==> config.mk <==
export PLATFORM = sky130hd
export DESIGN_NAME = round_robin_broadcast_scheduler
export DESIGN_NICKNAME = d
export VERILOG_FILES = /design/src/rtl/rrbs_pkg.sv /design/src/rtl/round_robin_broadcast_scheduler.sv
export SDC_FILE = /design/constraint.sdc
export NUM_CORES = 2
export LEC_CHECK = 0
export ABC_AREA = 1
export ABC_CLOCK_PERIOD_IN_PS = 6100
export BUFFER_PORTS_ARGS = -buffer_cell sky130_fd_sc_hd__buf_4
export CAP_MARGIN = 20
export CELL_PAD_IN_SITES_DETAIL_PLACEMENT = 0
export CELL_PAD_IN_SITES_GLOBAL_PLACEMENT = 1
export CORE_MARGIN = 3
export CORE_UTILIZATION = 52
export DETAILED_ROUTE_END_ITERATION = 7
export GPL_ROUTABILITY_DRIVEN = 0
export PLACE_DENSITY_LB_ADDON = 0.05
export SLEW_MARGIN = 20
export SYNTH_ARGS = -nofsm -noshare
export SYNTH_HDL_FRONTEND = slang
export SYNTH_SLANG_ARGS = --single-unit
==> constraint.sdc <==
create_clock -name i_clk -period 6.1 [get_ports i_clk]
set_input_delay 0.305 -clock i_clk [delete_from_list [all_inputs] [get_ports i_clk]]
set_output_delay 0.305 -clock i_clk [all_outputs]
set_load 0.05 [all_outputs]
==> src/rtl/rrbs_pkg.sv <==
// Shared constants for the round-robin broadcast scheduler.
// Holds default sizes, function codes and status codes; no dependencies.
package rrbs_pkg;

    localparam int RRBS_MAX_REQUESTS     = 16;
    localparam int RRBS_MAX_DESTINATIONS = 16;

    // Function codes of an input word
    localparam logic [1:0] FN_ADD      = 2'd0;
    localparam logic [1:0] FN_REMOVE   = 2'd1;
    localparam logic [1:0] FN_SERVE    = 2'd2;
    localparam logic [1:0] FN_RESERVED = 2'd3;   // no operation, reports a miss

    // Result status codes
    localparam logic [1:0] ST_OK   = 2'd0;
    localparam logic [1:0] ST_MISS = 2'd1;
    localparam logic [1:0] ST_FULL = 2'd2;

endpackage

==> src/rtl/round_robin_broadcast_scheduler.sv <==
// Round-robin broadcast scheduler: request ring, slot and destination memories.
// Single module; depends on rrbs_pkg.
//
// Broadcast requests wait in a ring of up to MAX_REQUESTS slots, each holding a
// request id, a packet handle and a circular queue of up to MAX_DESTINATIONS
// destination ids. Add words (func 0) stream destinations into the request under
// construction; the word with last_destination set appends it to the ring tail.
// Remove (func 1) deletes the first ring entry whose id matches and compacts the
// ring. Serve (func 2) pops the ring head, returns its front destination and
// requeues the request at the tail while destinations remain. Every word yields
// exactly one result word carrying the pending destination total (saturated at
// 511). Request ids, packet handles, destinations and ring order live in
// synchronous memories with registered reads; per-slot queue head and
// count and the slot-in-use mask are flops cleared by reset, so there is no
// clearing pass after reset. One word is processed at a time. Add steps
// through S_ADD; serve through S_SV_ORD and S_SV_DAT (ring order read, then
// slot data read). Remove steps through S_RM_ORD and S_RM_CMP (ring read,
// then id read) per ring entry probed up to the match, then S_RM_SHW per
// entry shifted down behind it. Serve or remove on an empty ring and an
// unused func go straight to S_RESP. The result sits in an output register,
// so the next word is taken while the previous result still waits for i_ready.
module round_robin_broadcast_scheduler
    import rrbs_pkg::*;
#(
    parameter int MAX_REQUESTS     = RRBS_MAX_REQUESTS,
    parameter int MAX_DESTINATIONS = RRBS_MAX_DESTINATIONS
) (
    input  logic        i_clk,
    input  logic        i_rst_n,
    input  logic        i_valid,
    output logic        o_ready,
    input  logic [1:0]  i_func,
    input  logic [31:0] i_request_id,
    input  logic [15:0] i_packet_handle,
    input  logic [7:0]  i_destination_id,
    input  logic        i_last_destination,
    output logic        o_valid,
    input  logic        i_ready,
    output logic [1:0]  o_status,
    output logic [31:0] o_served_request_id,
    output logic [15:0] o_served_packet,
    output logic [7:0]  o_served_destination,
    output logic [8:0]  o_pending_count
);

    localparam int R   = MAX_REQUESTS;
    localparam int D   = MAX_DESTINATIONS;
    localparam int SW  = $clog2(R);                  // slot index
    localparam int CW  = $clog2(R + 1);              // ring count
    localparam int DW  = (D > 1) ? $clog2(D) : 1;    // queue head
    localparam int DCW = $clog2(D + 1);              // queue count
    localparam int AW  = $clog2(R * D);              // destination store address
    localparam int PW  = $clog2(R * D + 1);          // pending total

    typedef enum logic [2:0] {
        S_IDLE, S_ADD, S_RM_ORD, S_RM_CMP, S_RM_SHW, S_SV_ORD, S_SV_DAT, S_RESP
    } t_state;

    function automatic logic [SW-1:0] ring_pos(input logic [SW-1:0] h,
                                               input logic [CW-1:0] off);
        logic [CW:0] sum;
        sum = (CW+1)'(h) + (CW+1)'(off);
        if (sum >= (CW+1)'(R))
            sum = sum - (CW+1)'(R);
        return SW'(sum);
    endfunction

    function automatic logic [AW-1:0] dest_addr(input logic [SW-1:0] s,
                                                input logic [DW-1:0] p);
        return AW'(32'(s) * D + 32'(p));
    endfunction

    // Control and result registers
    t_state          r_state, n_state;
    logic [CW-1:0]   r_p, n_p;
    logic [SW-1:0]   r_slot, n_slot;
    logic [SW-1:0]   r_ring_head, n_ring_head;
    logic [CW-1:0]   r_ring_cnt, n_ring_cnt;
    logic [R-1:0]    r_in_use, n_in_use;
    logic [PW-1:0]   r_pending, n_pending;
    logic            r_bact, n_bact;
    logic            r_bovf, n_bovf;
    logic [SW-1:0]   r_bslot, n_bslot;
    logic [31:0]     r_id, n_id;
    logic [15:0]     r_pkt, n_pkt;
    logic [7:0]      r_dst, n_dst;
    logic            r_last, n_last;
    logic [1:0]      r_res_status, n_res_status;
    logic [31:0]     r_res_rid, n_res_rid;
    logic [15:0]     r_res_pkt, n_res_pkt;
    logic [7:0]      r_res_dst, n_res_dst;
    logic            r_out_valid, n_out_valid;
    logic [1:0]      r_o_status, n_o_status;
    logic [31:0]     r_o_rid, n_o_rid;
    logic [15:0]     r_o_pkt, n_o_pkt;
    logic [7:0]      r_o_dst, n_o_dst;
    logic [8:0]      r_o_pend, n_o_pend;

    // Per-slot queue pointers (reset to zero)
    logic [DW-1:0]   r_slot_head [R];
    logic [DCW-1:0]  r_slot_cnt  [R];
    logic            hc_we;
    logic [SW-1:0]   hc_idx;
    logic [DW-1:0]   hc_head;
    logic [DCW-1:0]  hc_cnt;

    // Memories
    logic [SW-1:0]   ring_mem [R];
    logic [31:0]     id_mem   [R];
    logic [15:0]     pkt_mem  [R];
    logic [7:0]      dest_mem [R*D];
    logic            ring_we, slot_we, dest_we;
    logic [SW-1:0]   ring_wa, ring_wd, ring_ra, ring_rd;
    logic [SW-1:0]   slot_wa, slot_ra;
    logic [31:0]     id_rd;
    logic [15:0]     pkt_rd;
    logic [AW-1:0]   dest_wa, dest_ra;
    logic [7:0]      dest_rd;

    // Free slot search
    logic            free_found;
    logic [SW-1:0]   free_slot;

    // Working values
    logic [SW-1:0]   a_slot;
    logic            a_ovf;
    logic [DCW-1:0]  a_cnt;
    logic [DW-1:0]   a_head;
    logic [DCW:0]    a_sum;
    logic [CW-1:0]   p1, p2;
    logic            rm_finish;
    logic [DW-1:0]   sv_h, sv_hn;
    logic [DCW-1:0]  sv_c, sv_cn;
    logic [SW-1:0]   sv_nh;
    logic [CW-1:0]   sv_nc;

    assign o_ready              = (r_state == S_IDLE);
    assign o_valid              = r_out_valid;
    assign o_status             = r_o_status;
    assign o_served_request_id  = r_o_rid;
    assign o_served_packet      = r_o_pkt;
    assign o_served_destination = r_o_dst;
    assign o_pending_count      = r_o_pend;

    always_comb begin
        free_found = 1'b0;
        free_slot  = '0;
        for (int i = R - 1; i >= 0; i--) begin
            if (!r_in_use[i]) begin
                free_found = 1'b1;
                free_slot  = SW'(i);
            end
        end
    end

    always_comb begin
        n_state      = r_state;
        n_p          = r_p;
        n_slot       = r_slot;
        n_ring_head  = r_ring_head;
        n_ring_cnt   = r_ring_cnt;
        n_in_use     = r_in_use;
        n_pending    = r_pending;
        n_bact       = r_bact;
        n_bovf       = r_bovf;
        n_bslot      = r_bslot;
        n_id         = r_id;
        n_pkt        = r_pkt;
        n_dst        = r_dst;
        n_last       = r_last;
        n_res_status = r_res_status;
        n_res_rid    = r_res_rid;
        n_res_pkt    = r_res_pkt;
        n_res_dst    = r_res_dst;
        n_out_valid  = r_out_valid && !i_ready;
        n_o_status   = r_o_status;
        n_o_rid      = r_o_rid;
        n_o_pkt      = r_o_pkt;
        n_o_dst      = r_o_dst;
        n_o_pend     = r_o_pend;
        hc_we = 1'b0;  hc_idx = r_slot;  hc_head = '0;  hc_cnt = '0;
        ring_we = 1'b0;  ring_wa = '0;  ring_wd = '0;  ring_ra = r_ring_head;
        slot_we = 1'b0;  slot_wa = '0;  slot_ra = r_slot;
        dest_we = 1'b0;  dest_wa = '0;  dest_ra = '0;
        a_slot = r_bslot;  a_ovf = r_bovf;
        a_cnt  = r_slot_cnt[r_bslot];  a_head = r_slot_head[r_bslot];  a_sum = '0;
        p1 = r_p + 1'b1;
        p2 = p1 + 1'b1;
        rm_finish = 1'b0;
        sv_h  = r_slot_head[r_slot];
        sv_hn = '0;
        sv_c  = r_slot_cnt[r_slot];
        sv_cn = sv_c;
        sv_nh = '0;
        sv_nc = '0;

        case (r_state)
            S_IDLE: begin
                if (i_valid) begin
                    n_id         = i_request_id;
                    n_pkt        = i_packet_handle;
                    n_dst        = i_destination_id;
                    n_last       = i_last_destination;
                    n_p          = '0;
                    n_res_status = ST_MISS;
                    n_res_rid    = '0;
                    n_res_pkt    = '0;
                    n_res_dst    = '0;
                    case (i_func)
                        FN_ADD: n_state = S_ADD;
                        FN_REMOVE: begin
                            ring_ra = r_ring_head;
                            n_state = (r_ring_cnt != '0) ? S_RM_ORD : S_RESP;
                        end
                        FN_SERVE: begin
                            ring_ra = r_ring_head;
                            n_state = (r_ring_cnt != '0) ? S_SV_ORD : S_RESP;
                        end
                        default: n_state = S_RESP;
                    endcase
                end
            end

            S_ADD: begin
                n_bact = 1'b1;
                if (!r_bact) begin
                    if (free_found) begin
                        a_slot  = free_slot;
                        a_ovf   = 1'b0;
                        a_cnt   = '0;
                        a_head  = '0;
                        n_bslot = free_slot;
                        n_in_use[free_slot] = 1'b1;
                        slot_we = 1'b1;
                        slot_wa = free_slot;
                    end else begin
                        a_ovf = 1'b1;
                    end
                end
                if (a_ovf) begin
                    n_bovf       = 1'b1;
                    n_res_status = ST_FULL;
                end else if (32'(a_cnt) >= D) begin
                    // queue full: drop the request under construction
                    n_in_use[a_slot] = 1'b0;
                    n_bovf           = 1'b1;
                    n_res_status     = ST_FULL;
                end else begin
                    a_sum = (DCW+1)'(a_head) + (DCW+1)'(a_cnt);
                    if (32'(a_sum) >= D)
                        a_sum = a_sum - (DCW+1)'(D);
                    dest_we = 1'b1;
                    dest_wa = dest_addr(a_slot, DW'(a_sum));
                    hc_we   = 1'b1;
                    hc_idx  = a_slot;
                    hc_head = a_head;
                    hc_cnt  = a_cnt + 1'b1;
                    n_bovf  = 1'b0;
                    n_res_status = ST_OK;
                    if (r_last) begin
                        if (32'(r_ring_cnt) < R) begin
                            ring_we    = 1'b1;
                            ring_wa    = ring_pos(r_ring_head, r_ring_cnt);
                            ring_wd    = a_slot;
                            n_ring_cnt = r_ring_cnt + 1'b1;
                        end
                        n_pending = r_pending + PW'(a_cnt + 1'b1);
                    end
                end
                if (r_last) begin
                    n_bact = 1'b0;
                    n_bovf = 1'b0;
                end
                n_state = S_RESP;
            end

            S_RM_ORD: begin
                n_slot  = ring_rd;
                slot_ra = ring_rd;
                n_state = S_RM_CMP;
            end

            S_RM_CMP: begin
                if (id_rd == r_id) begin
                    if (p1 < r_ring_cnt) begin
                        ring_ra = ring_pos(r_ring_head, p1);
                        n_state = S_RM_SHW;
                    end else begin
                        rm_finish = 1'b1;
                    end
                end else begin
                    n_p = p1;
                    if (p1 < r_ring_cnt) begin
                        ring_ra = ring_pos(r_ring_head, p1);
                        n_state = S_RM_ORD;
                    end else begin
                        n_state = S_RESP;
                    end
                end
            end

            S_RM_SHW: begin
                // move entry p+1 down to p, fetch the next one behind it
                ring_we = 1'b1;
                ring_wa = ring_pos(r_ring_head, r_p);
                ring_wd = ring_rd;
                n_p     = p1;
                if (p2 < r_ring_cnt)
                    ring_ra = ring_pos(r_ring_head, p2);
                else
                    rm_finish = 1'b1;
            end

            S_SV_ORD: begin
                n_slot  = ring_rd;
                slot_ra = ring_rd;
                dest_ra = dest_addr(ring_rd, r_slot_head[ring_rd]);
                n_state = S_SV_DAT;
            end

            S_SV_DAT: begin
                n_res_rid    = id_rd;
                n_res_pkt    = pkt_rd;
                n_res_dst    = dest_rd;
                n_res_status = ST_OK;
                sv_hn = (32'(sv_h) >= D - 1) ? '0 : sv_h + 1'b1;
                if (sv_c != '0)
                    sv_cn = sv_c - 1'b1;
                hc_we   = 1'b1;
                hc_idx  = r_slot;
                hc_head = sv_hn;
                hc_cnt  = sv_cn;
                sv_nh = (32'(r_ring_head) >= R - 1) ? '0 : r_ring_head + 1'b1;
                sv_nc = r_ring_cnt - 1'b1;
                n_ring_head = sv_nh;
                n_ring_cnt  = sv_nc;
                if (sv_cn == '0) begin
                    n_in_use[r_slot] = 1'b0;
                end else if (32'(sv_nc) < R) begin
                    ring_we    = 1'b1;
                    ring_wa    = ring_pos(sv_nh, sv_nc);
                    ring_wd    = r_slot;
                    n_ring_cnt = sv_nc + 1'b1;
                end
                if (r_pending != '0)
                    n_pending = r_pending - 1'b1;
                n_state = S_RESP;
            end

            S_RESP: begin
                if (!r_out_valid || i_ready) begin
                    n_out_valid = 1'b1;
                    n_o_status  = r_res_status;
                    n_o_rid     = r_res_rid;
                    n_o_pkt     = r_res_pkt;
                    n_o_dst     = r_res_dst;
                    n_o_pend    = (32'(r_pending) > 511) ? 9'd511 : 9'(r_pending);
                    n_state     = S_IDLE;
                end
            end

            default: n_state = S_IDLE;
        endcase

        if (rm_finish) begin
            n_ring_cnt = r_ring_cnt - 1'b1;
            n_pending  = (r_pending >= PW'(r_slot_cnt[r_slot]))
                         ? r_pending - PW'(r_slot_cnt[r_slot]) : '0;
            hc_we   = 1'b1;
            hc_idx  = r_slot;
            hc_head = r_slot_head[r_slot];
            hc_cnt  = '0;
            n_in_use[r_slot] = 1'b0;
            n_res_status     = ST_OK;
            n_state          = S_RESP;
        end
    end

    always_ff @(posedge i_clk) begin
        if (!i_rst_n) begin
            r_state     <= S_IDLE;
            r_p         <= '0;
            r_slot      <= '0;
            r_ring_head <= '0;
            r_ring_cnt  <= '0;
            r_in_use    <= '0;
            r_pending   <= '0;
            r_bact      <= 1'b0;
            r_bovf      <= 1'b0;
            r_bslot     <= '0;
            r_out_valid <= 1'b0;
            for (int i = 0; i < R; i++) begin
                r_slot_head[i] <= '0;
                r_slot_cnt[i]  <= '0;
            end
        end else begin
            r_state     <= n_state;
            r_p         <= n_p;
            r_slot      <= n_slot;
            r_ring_head <= n_ring_head;
            r_ring_cnt  <= n_ring_cnt;
            r_in_use    <= n_in_use;
            r_pending   <= n_pending;
            r_bact      <= n_bact;
            r_bovf      <= n_bovf;
            r_bslot     <= n_bslot;
            r_out_valid <= n_out_valid;
            if (hc_we) begin
                r_slot_head[hc_idx] <= hc_head;
                r_slot_cnt[hc_idx]  <= hc_cnt;
            end
        end
    end

    always_ff @(posedge i_clk) begin
        r_id         <= n_id;
        r_pkt        <= n_pkt;
        r_dst        <= n_dst;
        r_last       <= n_last;
        r_res_status <= n_res_status;
        r_res_rid    <= n_res_rid;
        r_res_pkt    <= n_res_pkt;
        r_res_dst    <= n_res_dst;
        r_o_status   <= n_o_status;
        r_o_rid      <= n_o_rid;
        r_o_pkt      <= n_o_pkt;
        r_o_dst      <= n_o_dst;
        r_o_pend     <= n_o_pend;
    end

    always_ff @(posedge i_clk) begin
        if (ring_we)
            ring_mem[ring_wa] <= ring_wd;
        ring_rd <= ring_mem[ring_ra];
    end

    always_ff @(posedge i_clk) begin
        if (slot_we) begin
            id_mem[slot_wa]  <= r_id;
            pkt_mem[slot_wa] <= r_pkt;
        end
        id_rd  <= id_mem[slot_ra];
        pkt_rd <= pkt_mem[slot_ra];
    end

    always_ff @(posedge i_clk) begin
        if (dest_we)
            dest_mem[dest_wa] <= r_dst;
        dest_rd <= dest_mem[dest_ra];
    end

`ifndef NO_ASSERTIONS
    // the ring holds no more entries than there are slots in use
    a_ring_vs_slots: assert property (@(posedge i_clk) disable iff (!i_rst_n)
        32'(r_ring_cnt) <= $countones(r_in_use))
        else $error("ring holds more entries than slots in use");

    // a request under construction owns its slot
    a_build_slot: assert property (@(posedge i_clk) disable iff (!i_rst_n)
        (r_bact && !r_bovf && r_state == S_IDLE) |-> r_in_use[r_bslot])
        else $error("building request lost its slot");

    // compaction only runs inside the ring
    a_shift_range: assert property (@(posedge i_clk) disable iff (!i_rst_n)
        (r_state == S_RM_SHW) |-> (p1 < r_ring_cnt))
        else $error("ring compaction beyond ring tail");

    // a new result is only loaded into a free or draining output register
    a_out_load: assert property (@(posedge i_clk) disable iff (!i_rst_n)
        (r_state == S_RESP && r_out_valid && !i_ready) |=> r_state == S_RESP)
        else $error("result overwrote a waiting word");
`endif

endmodule
# Yosys cells after proc, flatten, opt, wreduce, memory -nomap -nowiden
# Memories as Yosys holds them, arrays and structs flattened. A register that Yosys moved wholly into a read port is not among the register bits.
# Index checks and enable logic that the tools add are counted.
# Widths: inputs -> output; s select.
totals:
  out_inout_bits: 69
  register_bits: 235
  n_memories: 6
  wordCells: 326
  inputBits: 63
  ramBits: 3024
mem_list:
  columns: ["name", "words", "word_bits", "read_ports", "rd_ports_with_merged_regs", "write_ports", "line_no", "text"]
  rows:
  - ["dest_mem", 256, 8, 1, 1, 1, "round_robin_broadcast_scheduler.sv:111", "logic [7:0] dest_mem [R*D];"]
  - ["id_mem", 16, 32, 1, 1, 1, "round_robin_broadcast_scheduler.sv:109", "logic [31:0] id_mem [R];"]
  - ["pkt_mem", 16, 16, 1, 1, 1, "round_robin_broadcast_scheduler.sv:110", "logic [15:0] pkt_mem [R];"]
  - ["r_slot_cnt", 16, 5, 2, 2, 16, "round_robin_broadcast_scheduler.sv:101", "logic [DCW-1:0] r_slot_cnt [R];"]
  - ["r_slot_head", 16, 4, 3, 2, 16, "round_robin_broadcast_scheduler.sv:100", "logic [DW-1:0] r_slot_head [R];"]
  - ["ring_mem", 16, 4, 1, 1, 1, "round_robin_broadcast_scheduler.sv:108", "logic [SW-1:0] ring_mem [R];"]
op_classes:
  n_addsub: 27
  n_reduce_logical: 30
  eq_ne: 20
  n_mux: 193
  bitwise_logic: 6
  magnitude_cmp: 20
ops:
  columns: ["operator", "count"]
  rows:
  - ["$mux 4", 67]
  - ["$mux 16", 8]
  - ["$mux 5", 18]
  - ["$pmux 16 s2", 2]
  - ["$pmux 32 s2", 1]
  - ["$mux 1", 56]
  - ["$mux 9", 6]
  - ["$and 16x16->16", 3]
  - ["$mux 8", 5]
  - ["$add 4x5->6", 6]
  - ["$ge 6x5->1 const B", 6]
  - ["$eq 32x32->1", 1]
  - ["$mux 32", 1]
  - ["$not 16->16", 2]
  - ["$add 5x1->5 const B", 5]
  - ["$pmux 4 s3", 2]
  - ["$sub 4x1->4 const B", 6]
  - ["$mux 3", 7]
  - ["$pmux 5 s2", 2]
  - ["$ne 3x3->1 const B", 6]
  - ["$pmux 3 s6", 1]
  - ["$pmux 9 s2", 1]
  - ["$add 8x4->8", 2]
  - ["$or 16x16->16", 1]
  - ["other kinds (48)", 81]

# Depth between registers and ports, before layout
depth:
  ltp_word: 30
  mapped_depth: 24
  depth_no_buf: 23

# Worst setup path after synthesis
# OpenSTA, ideal clock, no wires.
synth_timing:
  path_type: "register -> register"
  start: "register r_state[0]"
  end: "register r_res_dst[0] (enable)"
  setup_slack_ns: 0.241
  setup_time_ns: 0.415
  arrival_ns: 5.444
  stages_incl_launch_ff: 8
  cell_sequence: "dfxtp_1 > nor2_1 > inv_1 > nor2_1 > o21bai_1 > nor2_1 > inv_1 > nand2_1"
synth_via:
  elab_chain_len: 3
  elab_cells_between_ends: 5
  cone_classes: "eq/ne (2); reduce/logical (3)"
synth_rtl:
  columns: ["element", "line_no", "text"]
  rows:
  - ["from (decl)", "round_robin_broadcast_scheduler.sv:74", "t_state r_state, n_state;"]
  - ["from (signal assigned)", "round_robin_broadcast_scheduler.sv:397", "r_state <= n_state;"]
  - ["$logic_not 3->1 (*)", null, null]
  - ["via o_ready", "round_robin_broadcast_scheduler.sv:31", "output logic o_ready,"]
  - ["$ne 2x2->1 (no source line) or $reduce_bool 2->1 (tied branches)", null, null]
  - ["$reduce_and 2->1 (no source line) (*)", null, null]
  - ["to (signal assigned)", "round_robin_broadcast_scheduler.sv:423", "r_res_dst <= n_res_dst;"]
  - ["to (decl)", "round_robin_broadcast_scheduler.sv:91", "logic [7:0] r_res_dst, n_res_dst;"]
# The timed path passes the listed nets; every way through them passes the cells marked *.
# A chain may end at the register's enable or synchronous reset.

==> out/qor.txt <==
status = complete, no violations
clk sinks = 3323
Worst Path Required = 6.64 ns
# fillers = 22900
Period minus WS final = 5.28 ns
final hold slack = 0.0834 ns
fin crit share = 86.6%
Hold Vio Cnt, Final = 0
vias per std cell = 5.85
starting density of the core = 52.4%
Netlist cell types = 57
Synth warnings = 0
nets = 13000
length in cells of the worst reg-to-reg path = 16
CP max stage cell = inv_1
TritonCTS Buffers = 351
aggregate routed wire length = 427000 um
Avg Inst Size Synth = 11.2 um^2
sequential fraction of the synthesis area = 68.4%
Slew @ Worst Pin = 1.18 ns
max incr delay on CP = 0.55 ns
PwrDens = 451 nW/um^2
Peak VDD IR = 554 uV
CP Max Fanout = 33
Post-CTS Resized = 0
Synth area leaders = edfxtp_1 67%, nand3_1 7.8%, nand2_1 4.6%, inv_1 3.9%, nand3b_1 3.3%
Worst-path clk slew = 0.06 ns
total number of vias = 98500
initial antenna violation count = 11
Final ANT Viol Nets = 0
vias in the first global route = 94800
syn_nets = 13000
root buffer cell = clkbuf_16
Pleak = 59.6 nW
Die X = 532 um
Post-Synthesis Cells = 12900
final setup fails = 0
Die Area = 284000 um^2
drc violations = 0
RSZ-0062 raised after global routing = false
chip height = 532 um
Hold Crit Start = i_request_id[25]
clock buffer depth = 4
grt total ovfl = 0
worst hold path class = in -> reg
Worst setup SP type = flip-flop
fraction of layout instances using a drive strength above 1 = 7.60%
async set or reset register ratio after synthesis = 0%
Core Footprint = 275000 um^2
pins over their slew limit = 0
max cap viols = 0
Max Clock Skew = 0.0866 ns
H-tree depth = 5
latest clock arrival within the worst-skew pair = 0.96 ns
TritonCTS clock tree = yes
postcts setup bufs = 0
Worst R2R Setup Slack = 0.82 ns
DP HPWL = 247000 um
setup TNS = 0 ns
global-route wire length before repair = 628000 um
site row count = 192
Worst Path Arrival = 5.82 ns
First DRT Iteration DRCs = 10900
Cells after DPL = 16100
area taken by multi-input logic gates = 36600 um^2
netlist area before placement = 144000 um^2
register area = 98600 um^2
CP cell instances = inv_1, buf_12, nand2_1, a221o_1, nand3_1, and3_1, ha_1, fa_1, xor2_1, nand2_1, inv_1, nand2_1, inv_1, nand2_2, buf_4, nor2_1
wire length per cell = 25.3 um
DRT Pass-1 Iters = 6
post-synth top area share = 66.8%
maximum clock rate = 0.189 GHz
EDFF count, synth = 3204
Top Ports = 132
ys flop type = edfxtp_1
input/output buffers = 131
Setup CP Type = reg -> reg
critical path endpoint = dest_mem[6][3]
Synth Register Bits = 3323
pin count of the biggest net entering global routing = 192
reg2reg end = dest_mem[6][3]
Layout area overhead = 11.7%
CP Capture Type = flip-flop
Final Non-Filler Cells = 16900
total global-route track usage = 29.4%
post-synth top area cell = edfxtp_1
slew margin rel. = 21.1%
[layout by cell type, fill, tap and decap left out, types with 7 or more instances in the layout]
| master | n |
|---|---|
| nor2_2 | 10 |
| o21ai_1 | 24 |
| dlygate4sd3_1 | 67 |
| nand3b_1 | 625 |
| nand2_1 | 1741 |
| diode_2 | 10 |
| clkinv_2 | 55 |
| fa_1 | 8 |
| inv_6 | 11 |
| clkinv_1 | 74 |
| o221ai_1 | 138 |
| inv_2 | 10 |
| nand3_2 | 21 |
| dfxtp_1 | 118 |
| nand2_2 | 17 |
| ha_1 | 47 |
| buf_4 | 304 |
| clkinv_8 | 7 |
| o311ai_0 | 23 |
| bufinv_16 | 38 |
| a31oi_1 | 16 |
| a21oi_1 | 177 |
| nor2_1 | 1139 |
| o21ai_0 | 608 |
| or2_2 | 32 |
| clkbuf_1 | 75 |
| xnor2_1 | 29 |
| nand3_1 | 2254 |
| nor2_4 | 22 |
| edfxtp_1 | 3204 |
| buf_12 | 52 |
| clkinvlp_4 | 13 |
| nand4_1 | 25 |
| nor3_1 | 13 |
| inv_1 | 1489 |
| clkbuf_8 | 11 |
| o22ai_1 | 100 |
| clkbuf_16 | 358 |
| o211ai_1 | 98 |
| xor2_1 | 24 |
[layout make-up]
cell class | instances | area share (%)
clock inverter | 201 | 1.34
inverter | 1511 | 3.53
antenna | 10 | 0.0155
multi-input combinational | 7252 | 22.7
sequential | 3323 | 61.2
timing repair buffer | 424 | 2.50
tap | 3686 | 2.86
clock buffer | 444 | 5.83
[cells in the mapped netlist, types with 16 or more instances]
cell and number:
a21oi_1 179, a31oi_1 16, buf_1 39, buf_2 338, buf_4 25, clkbuf_1 421
dfxtp_1 119, edfxtp_1 3204, ha_1 47, inv_1 1493, nand2_1 1760, nand3_1 2254
nand3_2 21, nand3b_1 625, nand4_1 25, nor2_1 1162, o211ai_1 98, o21ai_0 611
o21ai_1 26, o221ai_1 138, o22ai_1 100, o311ai_0 23, or2_2 32, xnor2_1 29
xor2_1 24
[metrics by stage]
step | total power [mW] | util (%) | area, um^2 | worst slack [ns]
3_5_place_dp | 51.4 | 54.1 | 149000 | 0.962
5_1_grt | 75.7 | 58.6 | 161000 | 0.590
4_1_cts | 72.9 | 58.6 | 161000 | 0.976
2_1_floorplan | 43.2 | - | 144000 | 0.241
6_report | 72.7 | 58.6 | 161000 | 0.816
3_3_place_gp | 51.2 | 54.1 | 149000 | 1.03
[state kept, by name (all words and copies together), names as in the netlist, 16 cells and up, named ones only]
register	cells
r_res_pkt	16
ring_mem	64
pkt_mem	256
id_mem	512
o_served_request_id	32
r_slot_head	64
r_pkt	16
dest_mem	2048
o_served_packet	16
id_rd	32
r_slot_cnt	80
r_in_use	16
r_res_rid	32
r_id	32
pkt_rd	16
[critical path, delay by kind of cell, from the launching register on]
kind	cells	cell delay, ns
xor+xnor	1	0.45
flops	1	0.31
fa+ha+maj	2	0.47
simple gates	7	1.78
buf+inv	5	1.51
compound gates	1	0.35
[worst min path at each step]
stage | cells past startpoint | endpoint | slack (ns)
floorplan | 0 | o_served_destination[0] | 0.40
global placement | 0 | o_served_packet[2] | 0.40
detailed placement | 0 | o_served_request_id[21] | 0.41
CTS | 2 | r_id[25] | 0.0002
global route | 2 | r_id[25] | 0.04
finish | 2 | r_id[25] | 0.08
[what timing repair did]
item,CTS,global route
hold endpoints to repair,92,0
hold buffers,67,0
endpoints found under the setup margin,0,0
[routing by layer]
| metal | up-vias | part of all wire (%) | GRT usage, % |
|---|---|---|---|
| met1 | 48700 | 41 | 41.2 |
| met4 | 2 | 3.7 | 9.97 |
| li1 | 44900 | - | - |
| met3 | 742 | 7.7 | 4.07 |
| met2 | 4181 | 47 | 47.5 |
| met5 | - | 0.0035 | 0 |
[power breakdown]
group          internal, mW  total (mW)  switching (mW)
Sequential             29.0        30.3            1.33
Combinational          4.72        20.8            16.1
Clock                  12.6        21.5            8.98
Total                  46.3        72.7            26.4
[cells by family (layout without fill, tap and decap cells)]
group	after synthesis	in the layout	share of synthesized area (%)
compound gates	1228	1228	5.05
xor+xnor	53	53	0.322
fa+ha+maj	55	55	0.519
buf+inv	2336	2580	6.45
flops	3323	3323	68.4
mux	1	1	0.00695
other cells	0	10	0
simple gates	5915	5915	19.2
(Power assumes the default switching activity.)
